===== config.mk =====
export PLATFORM = sky130hd
export DESIGN_NAME = rlpm_ctrl
export DESIGN_NICKNAME = d
export VERILOG_FILES = /design/src/hw/rtl/rlpm_pkg.sv /design/src/hw/rtl/rlpm_ctrl.sv
export SDC_FILE = /design/constraint.sdc
export NUM_CORES = 1
export LEC_CHECK = 0
export ABC_AREA = 1
export BUFFER_PORTS_ARGS = -buffer_cell sky130_fd_sc_hd__buf_2
export CAP_MARGIN = 5
export CORE_MARGIN = 1
export CORE_UTILIZATION = 51
export DETAILED_ROUTE_END_ITERATION = 10
export PLACE_DENSITY = 0.79
export SETUP_SLACK_MARGIN = 0.3
export SLEW_MARGIN = 5
export SYNTH_ARGS = -nofsm -noshare
export SYNTH_HDL_FRONTEND = slang
export SYNTH_SLANG_ARGS = --single-unit

===== constraint.sdc =====
create_clock -name clk -period 9.6 [get_ports clk]
set_input_delay 0.96 -clock clk [delete_from_list [all_inputs] [get_ports clk]]
set_output_delay 0.96 -clock clk [all_outputs]
set_load 0.05 [all_outputs]

===== src/hw/rtl/rlpm_pkg.sv =====
// ----------------------------------------------------------------------------
// rlpm_pkg
// Types, codes and compare helpers shared by the IPv4 LPM route table.
// ----------------------------------------------------------------------------
`default_nettype none

package rlpm_pkg;

    localparam logic [1:0] REQ_ADD    = 2'd0;
    localparam logic [1:0] REQ_REMOVE = 2'd1;
    localparam logic [1:0] REQ_LOOKUP = 2'd2;
    localparam logic [1:0] REQ_PURGE  = 2'd3;

    localparam logic [2:0] ST_OK        = 3'd0;
    localparam logic [2:0] ST_BAD_MASK  = 3'd1;
    localparam logic [2:0] ST_ZERO_PFX  = 3'd2;
    localparam logic [2:0] ST_HOST_BITS = 3'd3;
    localparam logic [2:0] ST_FULL      = 3'd4;
    localparam logic [2:0] ST_NOT_FOUND = 3'd5;

    typedef struct packed {
        logic [1:0]  req_type;
        logic [31:0] address;
        logic [31:0] prefix_mask;
        logic [31:0] gateway_in;
        logic [7:0]  port_in;
        logic [7:0]  admin_dist_in;
        logic [15:0] metric_in;
    } req_t;

    typedef struct packed {
        logic [2:0]  status;
        logic        hit;
        logic [31:0] next_hop;
        logic [7:0]  out_port;
        logic [6:0]  removed_count;
        logic [6:0]  route_count;
    } rsp_t;

    typedef struct packed {
        logic [31:0] prefix;
        logic [31:0] mask;
        logic [31:0] gateway;
        logic [7:0]  port;
        logic [7:0]  admin_dist;
        logic [15:0] metric;
    } route_t;

    typedef enum logic [2:0] {
        S_IDLE,
        S_PRE,
        S_CHK,
        S_START,
        S_SCAN,
        S_DONE
    } state_t;

    // new route a goes ahead of stored route b
    function automatic logic precedes(route_t a, route_t b, logic use_ad);
        logic r;
        if (a.mask != b.mask)
            r = a.mask > b.mask;
        else if (a.prefix != b.prefix)
            r = a.prefix < b.prefix;
        else if (use_ad && (a.admin_dist != b.admin_dist))
            r = a.admin_dist < b.admin_dist;
        else
            r = a.metric < b.metric;
        return r;
    endfunction

    function automatic route_t to_route(req_t q);
        route_t r;
        r.prefix     = q.address;
        r.mask       = q.prefix_mask;
        r.gateway    = q.gateway_in;
        r.port       = q.port_in;
        r.admin_dist = q.admin_dist_in;
        r.metric     = q.metric_in;
        return r;
    endfunction

endpackage

`default_nettype wire


===== src/hw/rtl/rlpm_ctrl.sv =====
// ----------------------------------------------------------------------------
// rlpm_ctrl
// Request sequencer: validates adds, then walks the sorted store once,
// reading entry i+1 while writing entry i or below.
// ----------------------------------------------------------------------------
`default_nettype none

module rlpm_ctrl
    import rlpm_pkg::*;
#(
    parameter int TABLE_DEPTH = 64,
    localparam int IW = $clog2(TABLE_DEPTH),
    localparam int CW = $clog2(TABLE_DEPTH + 1)
) (
    input  wire logic          clk,
    input  wire logic          rst_n,
    input  wire logic          start,
    input  wire req_t          req,
    input  wire logic          use_admin_dist,
    output logic               busy,
    output logic               done,
    output rsp_t               result,
    output logic               wr_en,
    output logic [IW-1:0]      wr_addr,
    output route_t             wr_data,
    output logic [IW-1:0]      rd_addr,
    input  wire route_t        rd_data
);

    localparam logic [CW-1:0] DEPTH_C = CW'(TABLE_DEPTH);
    localparam logic [CW-1:0] ONE_C   = CW'(1);

    function automatic logic [IW-1:0] to_addr(logic [CW-1:0] v);
        return (v < DEPTH_C) ? v[IW-1:0] : '0;
    endfunction

    state_t        state_reg, state_next;
    req_t          req_reg, req_next;
    route_t        carry_reg, carry_next;
    logic          found_reg, found_next;
    logic [CW-1:0] total_reg, total_next;
    logic [CW-1:0] lim_reg, lim_next;
    logic [CW-1:0] idx_reg, idx_next;
    logic [CW-1:0] wp_reg, wp_next;
    logic [2:0]    status_reg, status_next;
    logic          hit_reg, hit_next;
    logic [31:0]   nh_reg, nh_next;
    logic [7:0]    oport_reg, oport_next;
    logic [CW-1:0] rmv_reg, rmv_next;

    logic   accept;
    logic   at_end;
    route_t new_rt;
    logic   prec;
    logic   exact;
    logic   lk_match;
    logic [31:0] inv_mask;
    logic   bad_mask;
    logic   zero_pfx;
    logic   host_bits;
    logic   add_ok;

    assign accept    = start && (state_reg == S_IDLE);
    assign at_end    = idx_reg == lim_reg;
    assign new_rt    = to_route(req_reg);
    assign prec      = precedes(new_rt, rd_data, use_admin_dist);
    assign exact     = rd_data == new_rt;
    assign lk_match  = ((req_reg.address ^ rd_data.prefix) & rd_data.mask) == 32'd0;
    assign inv_mask  = ~req.prefix_mask;
    assign bad_mask  = (inv_mask & (inv_mask + 32'd1)) != 32'd0;
    assign zero_pfx  = (req.prefix_mask != 32'd0) && ((req.address & req.prefix_mask) == 32'd0);
    assign host_bits = (req.address & inv_mask) != 32'd0;
    assign add_ok    = !bad_mask && !zero_pfx && !host_bits;

    // next state
    always_comb
    begin
        state_next = state_reg;
        unique case (state_reg)
            S_IDLE:
            begin
                if (start)
                begin
                    if (req.req_type != REQ_ADD)
                        state_next = S_START;
                    else if (!add_ok)
                        state_next = S_DONE;
                    else if ((req.prefix_mask == 32'd0) && (total_reg != '0))
                        state_next = S_PRE;
                    else if (total_reg >= DEPTH_C)
                        state_next = S_DONE;
                    else
                        state_next = S_START;
                end
            end
            S_PRE:
                state_next = S_CHK;
            S_CHK:
            begin
                if ((rd_data.mask != 32'd0) && (total_reg >= DEPTH_C))
                    state_next = S_DONE;
                else
                    state_next = S_START;
            end
            S_START:
                state_next = S_SCAN;
            S_SCAN:
            begin
                if (at_end)
                    state_next = S_DONE;
                else if ((req_reg.req_type == REQ_LOOKUP) && lk_match)
                    state_next = S_DONE;
            end
            S_DONE:
                state_next = S_IDLE;
            default:
                state_next = S_IDLE;
        endcase
    end

    // outputs
    always_comb
    begin
        busy = state_reg != S_IDLE;
        done = state_reg == S_DONE;
        result.status        = status_reg;
        result.hit           = hit_reg;
        result.next_hop      = nh_reg;
        result.out_port      = oport_reg;
        result.removed_count = 7'(rmv_reg);
        result.route_count   = 7'(total_reg);
    end

    // datapath and store access
    always_comb
    begin
        req_next    = req_reg;
        carry_next  = carry_reg;
        found_next  = found_reg;
        total_next  = total_reg;
        lim_next    = lim_reg;
        idx_next    = idx_reg;
        wp_next     = wp_reg;
        status_next = status_reg;
        hit_next    = hit_reg;
        nh_next     = nh_reg;
        oport_next  = oport_reg;
        rmv_next    = rmv_reg;
        wr_en       = 1'b0;
        wr_addr     = to_addr(idx_reg);
        wr_data     = rd_data;
        rd_addr     = '0;

        unique case (state_reg)
            S_IDLE:
            begin
                if (accept)
                begin
                    req_next    = req;
                    found_next  = 1'b0;
                    lim_next    = total_reg;
                    idx_next    = '0;
                    wp_next     = '0;
                    hit_next    = 1'b0;
                    nh_next     = '0;
                    oport_next  = '0;
                    rmv_next    = '0;
                    status_next = ST_OK;
                    if (req.req_type == REQ_ADD)
                    begin
                        if (bad_mask)
                            status_next = ST_BAD_MASK;
                        else if (zero_pfx)
                            status_next = ST_ZERO_PFX;
                        else if (host_bits)
                            status_next = ST_HOST_BITS;
                        else if (!((req.prefix_mask == 32'd0) && (total_reg != '0))
                                 && (total_reg >= DEPTH_C))
                            status_next = ST_FULL;
                    end
                end
            end
            S_PRE:
            begin
                rd_addr = to_addr(total_reg - ONE_C);
            end
            S_CHK:
            begin
                if (rd_data.mask == 32'd0)
                begin
                    rmv_next = ONE_C;
                    lim_next = total_reg - ONE_C;
                end
                else if (total_reg >= DEPTH_C)
                begin
                    status_next = ST_FULL;
                end
            end
            S_START:
            begin
                rd_addr = '0;
            end
            S_SCAN:
            begin
                rd_addr  = to_addr(idx_reg + ONE_C);
                idx_next = idx_reg + ONE_C;
                if (at_end)
                begin
                    unique case (req_reg.req_type)
                        REQ_ADD:
                        begin
                            wr_en      = 1'b1;
                            wr_addr    = to_addr(lim_reg);
                            wr_data    = found_reg ? carry_reg : new_rt;
                            total_next = lim_reg + ONE_C;
                        end
                        REQ_REMOVE:
                        begin
                            if (found_reg)
                            begin
                                total_next = lim_reg - ONE_C;
                                hit_next   = 1'b1;
                                rmv_next   = ONE_C;
                            end
                            else
                            begin
                                status_next = ST_NOT_FOUND;
                            end
                        end
                        REQ_LOOKUP:
                        begin
                            status_next = ST_NOT_FOUND;
                        end
                        REQ_PURGE:
                        begin
                            total_next = wp_reg;
                            rmv_next   = lim_reg - wp_reg;
                            hit_next   = lim_reg != wp_reg;
                        end
                        default:
                        begin
                        end
                    endcase
                end
                else
                begin
                    unique case (req_reg.req_type)
                        REQ_ADD:
                        begin
                            if (found_reg)
                            begin
                                wr_en      = 1'b1;
                                wr_data    = carry_reg;
                                carry_next = rd_data;
                            end
                            else if (prec)
                            begin
                                wr_en      = 1'b1;
                                wr_data    = new_rt;
                                carry_next = rd_data;
                                found_next = 1'b1;
                            end
                        end
                        REQ_REMOVE:
                        begin
                            if (found_reg)
                            begin
                                wr_en   = 1'b1;
                                wr_addr = to_addr(idx_reg - ONE_C);
                            end
                            else if (exact)
                            begin
                                found_next = 1'b1;
                            end
                        end
                        REQ_LOOKUP:
                        begin
                            if (lk_match)
                            begin
                                hit_next   = 1'b1;
                                nh_next    = rd_data.gateway;
                                oport_next = rd_data.port;
                            end
                        end
                        REQ_PURGE:
                        begin
                            if (rd_data.port != req_reg.port_in)
                            begin
                                wr_en   = 1'b1;
                                wr_addr = to_addr(wp_reg);
                                wp_next = wp_reg + ONE_C;
                            end
                        end
                        default:
                        begin
                        end
                    endcase
                end
            end
            S_DONE:
            begin
            end
            default:
            begin
            end
        endcase
    end

    always_ff @(posedge clk or negedge rst_n)
    begin
        if (!rst_n)
        begin
            state_reg <= S_IDLE;
            total_reg <= '0;
        end
        else
        begin
            state_reg <= state_next;
            total_reg <= total_next;
        end
    end

    always_ff @(posedge clk)
    begin
        req_reg    <= req_next;
        carry_reg  <= carry_next;
        found_reg  <= found_next;
        lim_reg    <= lim_next;
        idx_reg    <= idx_next;
        wp_reg     <= wp_next;
        status_reg <= status_next;
        hit_reg    <= hit_next;
        nh_reg     <= nh_next;
        oport_reg  <= oport_next;
        rmv_reg    <= rmv_next;
    end

endmodule

`default_nettype wire


==> results_dict.tcl <==
set metrics [dict create \
    cts_buffers 41 \
    htreeDepth 2 \
    pre_cts_ws_ns 2.98 \
    hold_class "in -> async" \
    cp_max_fo 62 \
    wire_per_inst_um 19.7 \
    clkSlewWorstSetupHoldPaths_ns 0.07 \
    synth_top_area_cell "edfxtp_1" \
    rows 77 \
    netlist_instances 3089 \
    fin_setup_tns_ns 0 \
    min_period_ns 6.58 \
    swShare_pct 49.7 \
    track_usage_pct 34.0 \
    fin_util_pct 61.2 \
    die_h_um 216 \
    nFillCells 4074 \
    antenna_left 0 \
    ys_top_cells_by_area "edfxtp_1 43%, nand2_1 20%, ha_1 5.6%" \
    regToRegStartpoint "new_rt[127]$_DFFE_PP_" \
    slew_violations 0 \
    rsz0062_at_grt "no" \
    dieWidth_um 216 \
    start_util_pct 52.2 \
    cp-end-kind "primary output" \
    seq_power_share_pct 28.6 \
    cp_slowest_stage_delay_ns 0.59 \
    reg2reg_to "carry_reg[32]$_DFFE_PP_" \
    dpl.cell_count 4022 \
    p_leak_nw 13.2 \
    worst-endpoint-arrival_ns 5.62 \
    synth_top_area_share_pct 42.6 \
    relSlewSlack_pct 27.1 \
    clock_latency_ns 0.58 \
    synth-seq-cells 341 \
    dr.pass1.iters 8 \
    fin_crit_sh_pct 68.6 \
    cts_root_buf "clkbuf_16" \
    ctsResizeCount 0 \
    cp_common_cell "nand2_1" \
    clock-sinks 341 \
    synth.net_count 3457 \
    power_w 0.00776 \
    holdBufCountCts 0 \
    grt_max_degree 112 \
    areaGrowthSynthToFinish_pct 17.3 \
    place_congestion 0.958 \
    vias 23900 \
    grt_pass1_vias 22100 \
    synth_edf_count 331 \
    syn_area_per_cell_um2 7.55 \
    cpMaxStageDelayCell "nand2_4" \
    finalSetupViolations 0 \
    ys_async_sr_fraction_pct 2.93 \
    critPathKind "in -> out" \
    pwr-share-clk_pct 20.5 \
    wirelength_um 81200 \
    final_net_count 3841 \
    status "finished clean" \
    stdcell_count 4114 \
    r2r_cells 15 \
    antenna_found_initial 19 \
    path_cells "buf_2 > inv_1 > ha_1 > nand2_1 > nor2_2 > nand2_1 > nor2_2 > nand4_1 > clkinv_1 > nand3_1 > nand2_1 > nand2_1 > nand2_4 > nand2_4 > buf_4 > nand2_1 > nand2_1 > nand2_1 > nand2_1 > a21oi_1 > buf_2" \
    fmax_mhz 152 \
    cts_setup_buffers 0 \
    netlist_area_mm2 0.0233 \
    dp_hpwl_um 55400 \
    drc 0 \
    fin_ws_ns 3.02 \
    tritoncts "done" \
    coreArea_mm2 0.0447 \
    cts_max_path_buffers 3 \
    worst_pin_slew_ns 1.09 \
    ios 463 \
    synth_warnings 0 \
    power_density_mw_per_mm2 284 \
    start_kind "input port" \
    port_buffers 462 \
    drv_cap 0 \
    vdd.ir_drop.worst_mv 0.325 \
    critPathRequiredTime_ns 8.64 \
    p_int_w 0.00391 \
    hold_viol 0 \
    via_per_inst 5.81 \
    ys_seq_area_share_pct 43.7 \
    fin_skew_ns 0.0356 \
    drtIter0Drc 2960 \
    rrSetupSlack_ns 3.97 \
    synth_cell_types 53 \
    dieArea_mm2 0.0466 \
    p_switching_w 0.00385 \
    overflow 0 \
    grt_pass1_wl_um 124000 \
    layout-drive-gt1-share_pct 16.2 \
    combinationalPowerShare_pct 50.9 \
    synth_ff_type "edfxtp_1" \
]
cells by family after synthesis:
family	Yosys count	synth area share, %
AO/OA/AOI/OAI	471	12.9
XOR/XNOR	50	1.88
adder cells (fa/ha/maj)	106	5.75
buffers and inverters	420	7.24
flip-flops	341	43.7
AND/OR/NAND/NOR	1701	28.6
metal layers:
layer,track usage [%],up-vias,share of wire [%]
met5,0,-,0.051
met4,15.7,6,4.6
met3,6.81,256,11
met2,52.4,1539,45
met1,46.0,10900,39
li1,-,11200,-
final cells by class:
class | count | area (um2) | area share, %
multi-input combinational | 2328 | 11500 | 42.1
sequential | 341 | 10200 | 37.2
timing repair buffer | 483 | 2480 | 9.07
clock buffer | 49 | 1100 | 4.01
inverter | 278 | 1050 | 3.85
tap | 592 | 741 | 2.71
clock inverter | 25 | 243 | 0.887
antenna | 18 | 45.0 | 0.165
power groups by stage:
| stage | Sequential [W] | Combinational [W] | Clock [W] |
|---|---|---|---|
| 3_3_place_gp | 0.00224 | 0.00386 | 0 |
| 6_report | 0.00222 | 0.00395 | 0.00159 |
| 4_1_cts | 0.00221 | 0.00391 | 0.00160 |
| 2_1_floorplan | 0.00255 | 0.00256 | 0 |
| 3_5_place_dp | 0.00224 | 0.00389 | 0 |
| 5_1_grt | 0.00224 | 0.00427 | 0.00166 |
synthesized netlist by cell type, types with 3 or more instances:
cell type / n
nand2_1: 1242
edfxtp_1: 331
nor2_1: 321
inv_1: 269
a21oi_1: 197
a221oi_1: 134
ha_1: 104
clkbuf_1: 93
o21ai_0: 64
nand3_1: 41
nand4_1: 34
xor2_1: 34
o22ai_1: 28
nor3_1: 25
buf_2: 24
nor4_1: 23
xnor2_1: 16
buf_1: 13
buf_6: 10
dfrtp_1: 10
o21ai_1: 9
a31oi_1: 7
inv_2: 6
o211ai_1: 6
o21a_1: 4
clkinv_1: 3
nor2_2: 3
o221ai_1: 3
or2_2: 3
how the worst max path moves through the flow:
stage               slack [ns]  cells past startpoint                endpoint          from
floorplan                 1.18                     16  carry_reg[0]$_DFFE_PP_  rd_data[127]
global placement          2.94                     21              wr_data[6]  rd_data[127]
detailed placement        2.98                     21              wr_data[6]  rd_data[127]
CTS                       2.97                     21              wr_data[6]  rd_data[127]
global route              2.74                     21             wr_data[22]  rd_data[127]
finish                    3.02                     21              wr_data[6]  rd_data[127]
critical path, delay by kind of cell:
kind            cells  cell delay [ns]
simple gates       14             2.84
buf+inv             5             1.12
fa+ha+maj           1             0.35
compound gates      1             0.30
stage by stage:
step | cell area [um2] | hold WS [ns]
after detailed placement | 26000 | 0.601
after floorplan | 23300 | 0.529
after global placement | 26000 | 0.607
after CTS | 27300 | 0.216
final | 27400 | 0.232
after global routing | 27300 | 0.231
layout by cell type, fill, tap and decap left out, types with 16 or more instances in the layout:
cell,n
ha_1,104
edfxtp_1,331
a21oi_1,196
a221oi_1,134
o21ai_0,64
o22ai_1,28
diode_2,18
buf_4,20
nor2_1,316
nand2_1,1242
nand4_1,34
xor2_1,34
nor3_1,25
nand3_1,41
inv_1,267
xnor2_1,16
buf_2,462
clkbuf_16,42
nor4_1,23
(Power assumes the default switching activity.)
